### config.mk
export PLATFORM = sky130hd
export DESIGN_NAME = stt_cmd_queue
export DESIGN_NICKNAME = d
export VERILOG_FILES = /design/src/rtl/core/stt_pkg.sv /design/src/rtl/core/stt_cmd_queue.sv
export SDC_FILE = /design/constraint.sdc
export NUM_CORES = 1
export LEC_CHECK = 0
export BUFFER_PORTS_ARGS = -buffer_cell sky130_fd_sc_hd__buf_2
export CAP_MARGIN = 30
export CORE_AREA = 2 2 116 118
export DETAILED_ROUTE_END_ITERATION = 8
export DIE_AREA = 0 0 118 120
export HOLD_SLACK_MARGIN = 0.02
export PLACE_DENSITY = 0.7
export SLEW_MARGIN = 20
export SYNTH_ARGS = -nofsm -noshare
export SYNTH_HDL_FRONTEND = slang
export SYNTH_SLANG_ARGS = --single-unit
### constraint.sdc
create_clock -name clk -period 4.2 [get_ports clk]
set_clock_uncertainty 0.05 [all_clocks]
set_input_delay 0.42 -clock clk [delete_from_list [all_inputs] [get_ports clk]]
set_output_delay 0.42 -clock clk [all_outputs]
set_load 0.02 [all_outputs]
### src/rtl/core/stt_pkg.sv
// Shared types, codes and constants of the software timer table.
`default_nettype none

package stt_pkg;

    localparam int NUM_TIMERS_DEF = 16;
    localparam int TIME_W         = 48;
    localparam int TMO_W          = 32;
    localparam int TASK_W         = 8;
    localparam int EVENT_W        = 16;
    localparam int COUNT_W        = 5;
    localparam int COUNT_MAX      = 31;

    // a tick fires at most this many timers
    localparam int MAX_FIRE       = 16;
    localparam int FIRE_CNT_W     = $clog2(MAX_FIRE + 1);
    localparam int FIRE_IDX_W     = $clog2(MAX_FIRE);

    localparam int QUEUE_DEPTH    = 2;

    typedef enum logic [1:0] {
        OP_START = 2'd0,
        OP_STOP  = 2'd1,
        OP_QUERY = 2'd2,
        OP_TICK  = 2'd3
    } stt_op_e;

    typedef enum logic [2:0] {
        ST_ADDED      = 3'd0,
        ST_REARMED    = 3'd1,
        ST_NOT_FOUND  = 3'd2,
        ST_FULL       = 3'd3,
        ST_FIRED      = 3'd4,
        ST_NONE_FIRED = 3'd5
    } stt_status_e;

    typedef enum logic [2:0] {
        BK_IDLE,
        BK_SCAN,
        BK_DECIDE,
        BK_FIRE_RD,
        BK_FIRE_WAIT
    } stt_state_e;

    typedef struct packed {
        logic [1:0]         opcode;
        logic [TASK_W-1:0]  task_id;
        logic [EVENT_W-1:0] evt_flag;
        logic [TMO_W-1:0]   timeout_ms;
        logic [TIME_W-1:0]  now_ms;
    } stt_in_t;

    typedef struct packed {
        logic [2:0]         status;
        logic [TIME_W-1:0]  deadline_ms;
        logic [TASK_W-1:0]  fired_task;
        logic [EVENT_W-1:0] fired_event;
        logic [COUNT_W-1:0] active_count;
        logic               last;
    } stt_out_t;

    // classified command: tval is the armed deadline for start, now for tick
    typedef struct packed {
        stt_op_e            op;
        logic [TASK_W-1:0]  task_id;
        logic [EVENT_W-1:0] evt_flag;
        logic [TIME_W-1:0]  tval;
    } stt_cmd_t;

    typedef struct packed {
        logic [TASK_W-1:0]  task_id;
        logic [EVENT_W-1:0] evt_flag;
        logic [TIME_W-1:0]  deadline_ms;
    } stt_entry_t;

endpackage

`default_nettype wire

### src/rtl/core/stt_cmd_queue.sv
// Short command queue between the front end and the table engine.
`default_nettype none

module stt_cmd_queue
    import stt_pkg::*;
(
    input  logic     clk,
    input  logic     rst_n,
    input  logic     push_valid,
    output logic     push_ready,
    input  stt_cmd_t push_data,
    output logic     pop_valid,
    input  logic     pop_ready,
    output stt_cmd_t pop_data
);

    localparam int PTR_W = (QUEUE_DEPTH > 1) ? $clog2(QUEUE_DEPTH) : 1;
    localparam int CNT_W = $clog2(QUEUE_DEPTH + 1);

    stt_cmd_t         slot_reg [QUEUE_DEPTH];
    logic [PTR_W-1:0] wr_ptr_reg, wr_ptr_next;
    logic [PTR_W-1:0] rd_ptr_reg, rd_ptr_next;
    logic [CNT_W-1:0] count_reg, count_next;
    logic             do_push, do_pop;

    assign push_ready = (count_reg != CNT_W'(QUEUE_DEPTH));
    assign pop_valid  = (count_reg != '0);
    assign pop_data   = slot_reg[rd_ptr_reg];
    assign do_push    = push_valid && push_ready;
    assign do_pop     = pop_valid && pop_ready;

    always_comb
    begin
        wr_ptr_next = wr_ptr_reg;
        rd_ptr_next = rd_ptr_reg;
        count_next  = count_reg;
        if (do_push)
        begin
            wr_ptr_next = (wr_ptr_reg == PTR_W'(QUEUE_DEPTH - 1)) ? '0 : wr_ptr_reg + 1'b1;
        end
        if (do_pop)
        begin
            rd_ptr_next = (rd_ptr_reg == PTR_W'(QUEUE_DEPTH - 1)) ? '0 : rd_ptr_reg + 1'b1;
        end
        if (do_push && !do_pop)
        begin
            count_next = count_reg + 1'b1;
        end
        else if (do_pop && !do_push)
        begin
            count_next = count_reg - 1'b1;
        end
    end

    always_ff @(posedge clk or negedge rst_n)
    begin
        if (!rst_n)
        begin
            wr_ptr_reg <= '0;
            rd_ptr_reg <= '0;
            count_reg  <= '0;
        end
        else
        begin
            wr_ptr_reg <= wr_ptr_next;
            rd_ptr_reg <= rd_ptr_next;
            count_reg  <= count_next;
        end
    end

    always_ff @(posedge clk)
    begin
        if (do_push)
        begin
            slot_reg[wr_ptr_reg] <= push_data;
        end
    end

endmodule

`default_nettype wire

# Word level (Yosys, flattened, before mapping)
# Memories as Yosys holds them, arrays and structs flattened.
# Cells that the tools add are included.
# word_totals
ff_bits	4
ram_bits	148
inputBits	78
output_inout_bits	76
memories	1
# op_classes
addsub	4
eq_ne	1
n_mux	6
n_reduce_logical	8
# mem_list
memory	words	width	rd	rd_ports_with_merged_regs	write_ports	line	rtl
slot_reg	2	74	1	0	1	stt_cmd_queue.sv:20	stt_cmd_t slot_reg [QUEUE_DEPTH];
# op_table
cell	count
1-bit logical AND	4
1-bit two-way mux	4
2-bit two-way mux	2
2-bit nonzero test	2
1-bit adder (second input constant)	2
2-bit by 1-bit adder with 2-bit output (second input constant)	1
1-bit logical NOT	2
2-bit != test (second input constant)	1
2-bit by 1-bit subtractor with 2-bit output (second input constant)	1

# Logic depth before layout (Yosys ltp)
# Gate-level depths: netlist (run 1).
# logic_depth
depth_word	6
ltp_mapped	7
mapped_depth_nobuf	7

# Worst setup path after synthesis (run 1)
# Ideal clock, no wire load.
# synth_path
path_kind	flip-flop to flip-flop
start	register count_reg[0]
end	memory slot_reg[0][0] (netlist bit) (enable)
setup_ns	0.507
arrival_time_ns	3.888
required_ns	3.643
path_slack_ns	-0.245
path_stages_with_launch	4
path_cell_list	dfrtp_1 -> nand2b_1 -> nand2_1 -> nor2_1
# synth_via
elab_chain_cells	4
# synth_lines
item	line	rtl
start, declared	stt_cmd_queue.sv:23	logic [CNT_W-1:0] count_reg, count_next;
start signal, assigned	stt_cmd_queue.sv:67	count_reg <= count_next;
2-bit != test	stt_cmd_queue.sv:26	assign push_ready = (count_reg != CNT_W'(QUEUE_DEPTH));
named net push_ready	stt_cmd_queue.sv:10	output logic push_ready,
1-bit logical AND	stt_cmd_queue.sv:29	assign do_push = push_valid && push_ready;
1-bit two-way mux	stt_cmd_queue.sv:73	if (do_push)
1-bit two-way mux (not written as such)	stt_cmd_queue.sv:75	slot_reg[wr_ptr_reg] <= push_data;
end, declared	stt_cmd_queue.sv:20	
# The timed path passes the listed nets, and every way through them passes these cells.

==> results of run 1 <==
[kinds of logic after synthesis]
kind of cell,synth area share (%)
buf+inv,1.42
xor+xnor,0.763
fa+ha+maj,0.218
flops,79.2
simple gates,0.589
mux,17.8
[through the flow]
| step | instances | util (%) | area, um2 | hold slack [ns] |
|---|---|---|---|---|
| after CTS | 605 | 55.9 | 7250 | 0.125 |
| after detailed placement | 573 | 51.8 | 6720 | 0.185 |
| after floorplan | 248 | - | 5740 | 0.0744 |
| after global routing | 605 | 55.9 | 7250 | 0.128 |
| after global placement | 572 | 51.6 | 6700 | 0.181 |
| final | 606 | 55.9 | 7250 | 0.147 |
[path summary, 6_finish.rpt]
path / from / end / slack (ns) / cells past startpoint
setup / recovery: rd_ptr_reg$_DFFE_PN0P_ / pop_data[44] / 1.45 / 3
hold / removal: push_data[7] / slot_reg[0][7]$_DFFE_PP_ / 0.15 / 1
setup reg to reg: count_reg[0]$_DFFE_PN0P_ / slot_reg[0][49]$_DFFE_PP_ / 2.19 / 4
hold reg to reg: count_reg[1]$_DFFE_PN0P_ / count_reg[1]$_DFFE_PN0P_ / 0.46 / 1
max in group asynchronous: rst_n / rd_ptr_reg$_DFFE_PN0P_ / 3.64 / 2
min in group asynchronous: rst_n / count_reg[0]$_DFFE_PN0P_ / 0.32 / 2
[placed cells by master, fill, tap and decap left out, drive strengths merged]
| cell | count |
|---|---|
| xnor2 | 3 |
| dlygate4sd3 | 1 |
| nand2b | 1 |
| inv | 1 |
| clkinvlp | 1 |
| diode | 1 |
| ha | 1 |
| or2 | 1 |
| nand2 | 2 |
| clkbuf | 17 |
| mux2 | 74 |
| edfxtp | 148 |
| and3 | 1 |
| xor2 | 2 |
| clkinv | 12 |
| dfrtp | 4 |
| nor2 | 2 |
| buf | 157 |
| bufinv | 1 |
[where the power goes]
part	total (uW)	internal [uW]	switching, uW	leakage (uW)
logic	1760	792	973	0.00119
registers	2250	2080	169	0.00142
clock network	1330	790	537	0.000259
[what timing repair did]
action | CTS | global route
hold buffers | 1 | 0
gates resized for setup | 0 | 0
buffers inserted | 0 | 0
hold endpoints to repair | 4 | 0
[routing by layer]
metal,part of all wire [%],vias up,track usage [%],wire [um]
met5,0,-,0,0
met4,1.9,0,6.55,182
met3,6.5,17,5.09,623
met2,50,104,24.0,4820
met1,41,1380,15.7,3930
li1,-,1320,-,-
[layout make-up]
type | instances | area share [%]
repair buffers | 158 | 11.6
well taps | 176 | 3.04
flip-flops and latches | 152 | 62.7
inverters | 1 | 0.0518
multi-input cells | 87 | 15.5
diodes | 1 | 0.0345
clock inverters | 14 | 1.26
clock buffers | 17 | 5.87
[synthesized netlist by cell type (all sizes together)]
cell type	count
inv	1
edfxtp	148
nor2	2
dfrtp	4
or2	1
nand2b	1
ha	1
buf	8
xor2	2
and3	1
mux2	74
xnor2	3
nand2	2
==> impl_metrics.py, run 1 <==
metrics = {
    "finish": {
        "regArea_um2": 4550,
        "drive_gt1_share_pct": 60.8,
        "area_delta_synth_final_pct": 26.4,
        "largest_reg_flops": 148,
        "multiInputGateArea_um2": 1120,
        "nNetsFinal": 496,
        "fillers": 1050,
    },
    "clock_network": {
        "cts_root_buf": "clkbuf_16",
        "clock_latency_ns": 0.41,
        "clkTransAtPathRegs_ns": 0.06,
        "cts_tree": "built",
        "cts_max_level": 4,
        "numCtsBuffers": 17,
        "cts.sinks": 152,
        "clockBufferDepth": 2,
    },
    "sta": {
        "grt_setup_unrepaired": "false",
        "worst_slew_pin_slew_ns": 0.601,
        "fin_crit_ns": 2.75,
        "relSlewSlack_pct": 59.9,
        "maxSlewViolCount": 0,
        "post-route-worst-setup-slack_ns": 1.45,
        "hold_viol": 0,
        "fin_setup_tns_ns": 0,
        "max_freq_ghz": 0.364,
        "setup_viol": 0,
        "period_share_pct": 65.4,
    },
    "logic_synthesis": {
        "synth.area.top_cells": "edfxtp_1, mux2_4, mux2_2, dfrtp_1, buf_6",
        "synth_cell_type_count": 15,
        "ys_seq_area_share_pct": 79.2,
        "netlist_instances": 248,
        "ys_warn_count": 0,
        "yosysTopAreaCell": "edfxtp_1",
        "synth_seq_cells": 152,
        "syn_nets": 327,
        "synth_area_um2": 5740,
        "synth_area_per_cell_um2": 23.1,
        "synth_top_area_share_pct": 77.5,
    },
    "floorplan": {
        "initial_core_util_pct": 44.2,
        "die_w_um": 118,
        "rows": 42,
        "die_h_um": 120,
        "dieArea_um2": 14200,
        "num_io_pins": 154,
        "core_um2": 13000,
    },
    "routing": {
        "vias_per_cell": 4.66,
        "dr.first_iter.drc_count": 122,
        "vias": 2821,
        "wl_mm": 9.55,
        "ant_nets": 0,
        "dr.pass1.iters": 4,
        "wl_per_cell_um": 15.8,
        "drc": 0,
    },
    "power_and_ir_drop": {
        "peakVddDrop_mv": 0.489,
        "finalPower_uw": 5340,
        "power.leakage_uw": 0.00287,
        "p_per_area_nw_per_um2": 736,
    },
    "setup_path": {
        "cp_slowest_stage_delay_ns": 0.82,
        "critPathTopFamily": "flip-flops",
        "cp-start-kind": "register",
        "cp_num_buf_inv": 2,
        "path_class": "reg -> out",
        "endpoint_kind": "primary output",
        "crit_slowest_cell": "dfrtp_4",
        "crit_arrival_ns": 2.28,
        "crit_fanout": 32,
        "crit_chain": "buf_4 > mux2_2 > buf_2",
        "cp.required_ns": 3.73,
    },
    "placement": {
        "io_buffers": 153,
        "pre_cts_slack_ns": 1.86,
        "gp_congestion": 0.662,
        "hpwl_mm": 6.22,
    },
    "worst_hold_path": {
        "hold_path_class": "in -> reg",
    },
    "global_route": {
        "grt_pass1_wl_mm": 14.9,
        "grt_pass1_vias": 3104,
        "antenna_found_initial": 1,
        "grtUsageTotal_pct": 14.0,
        "grt_max_degree": 58,
        "grt_overflow": 0,
    },
    "status": {
        "status": "finished, final reports clean",
    },
    "flow_run": {
        "maxCapViolations": 0,
    },
}
Note: power is estimated with default switching activity, not from simulation.
==> run 2: changes to the inputs <==
==> constraint.sdc (replaced) <==
create_clock -name clk -period 2.5 [get_ports clk]
set_clock_uncertainty 0.05 [all_clocks]
set_input_delay 0.25 -clock clk [delete_from_list [all_inputs] [get_ports clk]]
set_output_delay 0.25 -clock clk [all_outputs]
set_load 0.02 [all_outputs]
==> impl_metrics.py, run 2 (synthesis gave the netlist of run 1 again) <==
metrics = {
    "sta": {
        "max_freq_ghz": 0.440,
        "relSlewSlack_pct": 61.4,
        "maxSlewViolCount": 0,
        "worst_slew_pin_slew_ns": 0.580,
        "grt_setup_unrepaired": "false",
        "hold_viol": 0,
        "fin_setup_tns_ns": 0,
        "period_share_pct": 91.0,
        "fin_crit_ns": 2.27,
        "setup_viol": 0,
    },
    "clock_network": {
        "cts_root_buf": "clkbuf_16",
        "numCtsBuffers": 17,
        "clock_latency_ns": 0.41,
        "post_cts_buffers": 0,
        "clkTransAtPathRegs_ns": 0.05,
        "cts_max_level": 4,
        "clockBufferDepth": 2,
        "cts_tree": "built",
        "cts.sinks": 152,
    },
    "finish": {
        "layout_commonest_cell": "buf_2",
        "multiInputGateArea_um2": 1120,
        "fin_area_um2": 8080,
        "final_cell_mix": "buf_2, edfxtp_1, dlygate4sd3_1",
        "nNetsFinal": 574,
        "antenna_cells": 0,
        "area_delta_synth_final_pct": 40.8,
        "drive_gt1_share_pct": 52.6,
        "regArea_um2": 4550,
        "final_util_pct": 62.2,
        "largest_reg_flops": 148,
        "fillers": 942,
    },
    "routing": {
        "dr.pass1.iters": 4,
        "dr.first_iter.drc_count": 161,
        "vias": 3149,
        "wl_per_cell_um": 15.7,
        "ant_nets": 0,
        "wl_mm": 10.7,
        "vias_per_cell": 4.60,
        "drc": 0,
    },
    "global_route": {
        "antenna_found_initial": 0,
        "grt_pass1_wl_mm": 17.0,
        "grtUsageTotal_pct": 16.0,
        "grt_overflow": 0,
        "grt_max_degree": 42,
        "grt_pass1_vias": 3440,
    },
    "setup_path": {
        "cp_slowest_stage_delay_ns": 0.73,
        "endpoint_kind": "primary output",
        "crit_fanout": 30,
        "cp.required_ns": 2.20,
        "crit_chain": "buf_4 > mux2_4 > buf_2",
        "path_class": "reg -> out",
        "crit_slowest_cell": "dfrtp_4",
        "cp-start-kind": "register",
        "crit_arrival_ns": 1.97,
        "cp_num_buf_inv": 2,
        "critPathTopFamily": "flip-flops",
    },
    "power_and_ir_drop": {
        "intPower_uw": 6460,
        "switching_share_pct": 30.8,
        "peakVddDrop_mv": 0.631,
        "combPwrFrac_pct": 33.5,
        "p_per_area_nw_per_um2": 1160,
        "power.leakage_uw": 0.00321,
        "pwr-share-seq_pct": 40.2,
        "p_sw_uw": 2880,
        "clkPwrFrac_pct": 26.3,
    },
    "floorplan": {
        "initial_core_util_pct": 44.2,
        "die_h_um": 120,
        "core_um2": 13000,
        "rows": 42,
        "die_w_um": 118,
        "num_io_pins": 154,
        "dieArea_um2": 14200,
    },
    "placement": {
        "io_buffers": 153,
        "gp_congestion": 0.690,
        "hpwl_mm": 6.27,
        "placed_area_um2": 6750,
    },
    "worst_hold_path": {
        "hold_path_class": "in -> reg",
    },
    "flow_run": {
        "maxCapViolations": 0,
    },
    "status": {
        "status": "finished, final reports clean",
    },
}
==> run 2: changes by cell type in the layout (fill, tap and decap cells not counted), moves of 2 or more <==
cell           before  now
clkbuf_8            0    3
clkinv_2            7    3
clkinvlp_4          1    3
buf_4               2    6
clkbuf_1            0    4
clkinv_1            5    0
dlygate4sd3_1       1   75
==> run 2: what timing repair did <==
action,in CTS,in global routing
hold buffers,75,0
hold endpoints to repair,152,0
setup endpoints to repair,0,0
gates resized for setup,0,0
==> run 2: final cells by class <==
class	instances	share of cell area [%]
Multi-Input combinational cell	87	13.9
Clock inverter	8	1.21
Inverter	1	0.0465
Clock buffer	24	5.96
Tap cell	176	2.73
Sequential cell	152	56.3
Timing Repair Buffer	236	19.8
==> run 2: power by group through the flow <==
stage	logic (uW)	registers [uW]	clock network, uW
after floorplan	2330	3660	0
after global placement	3040	3780	0
after detailed placement	3070	3810	0
after CTS	3170	3760	2510
after global routing	3340	3820	2610
final	3130	3750	2460
==> run 2: metal layers <==
metal	vias up	global-route usage, %	wire length (um)
met4	0	7.68	186
met3	15	4.90	603
li1	1476	-	-
met1	1545	17.7	4260
met5	-	0	0
met2	113	28.0	5680
==> run 2: worst paths after layout <==
check	from	end	slack, ns	cells past startpoint
max	rd_ptr_reg$_DFFE_PN0P_	pop_data[28]	0.23	3
min	pop_ready	rd_ptr_reg$_DFFE_PN0P_	0.08	3
max reg2reg	count_reg[0]$_DFFE_PN0P_	slot_reg[0][8]$_DFFE_PP_	0.74	4
min reg2reg	count_reg[1]$_DFFE_PN0P_	count_reg[1]$_DFFE_PN0P_	0.46	1
max in group asynchronous	rst_n	rd_ptr_reg$_DFFE_PN0P_	2.14	2
min in group asynchronous	rst_n	count_reg[0]$_DFFE_PN0P_	0.11	2
==> run 2: tightest hold or removal path: stages <==
cell,delay [ns]
buf_2,0.10
nand2_1,0.08
xnor2_1,0.07
==> run 2: metrics by stage <==
step | instances | hold WS (ns) | total power, uW | setup slack, ns
finish | 684 | 0.0849 | 9340 | 0.225
floorplan | 248 | -0.0956 | 5990 | 0.105
CTS | 684 | 0.0618 | 9440 | 0.175
detailed placement | 577 | 0.0141 | 6870 | 0.628
global route | 684 | 0.0859 | 9770 | 0.121
global placement | 577 | 0.00854 | 6810 | 0.655
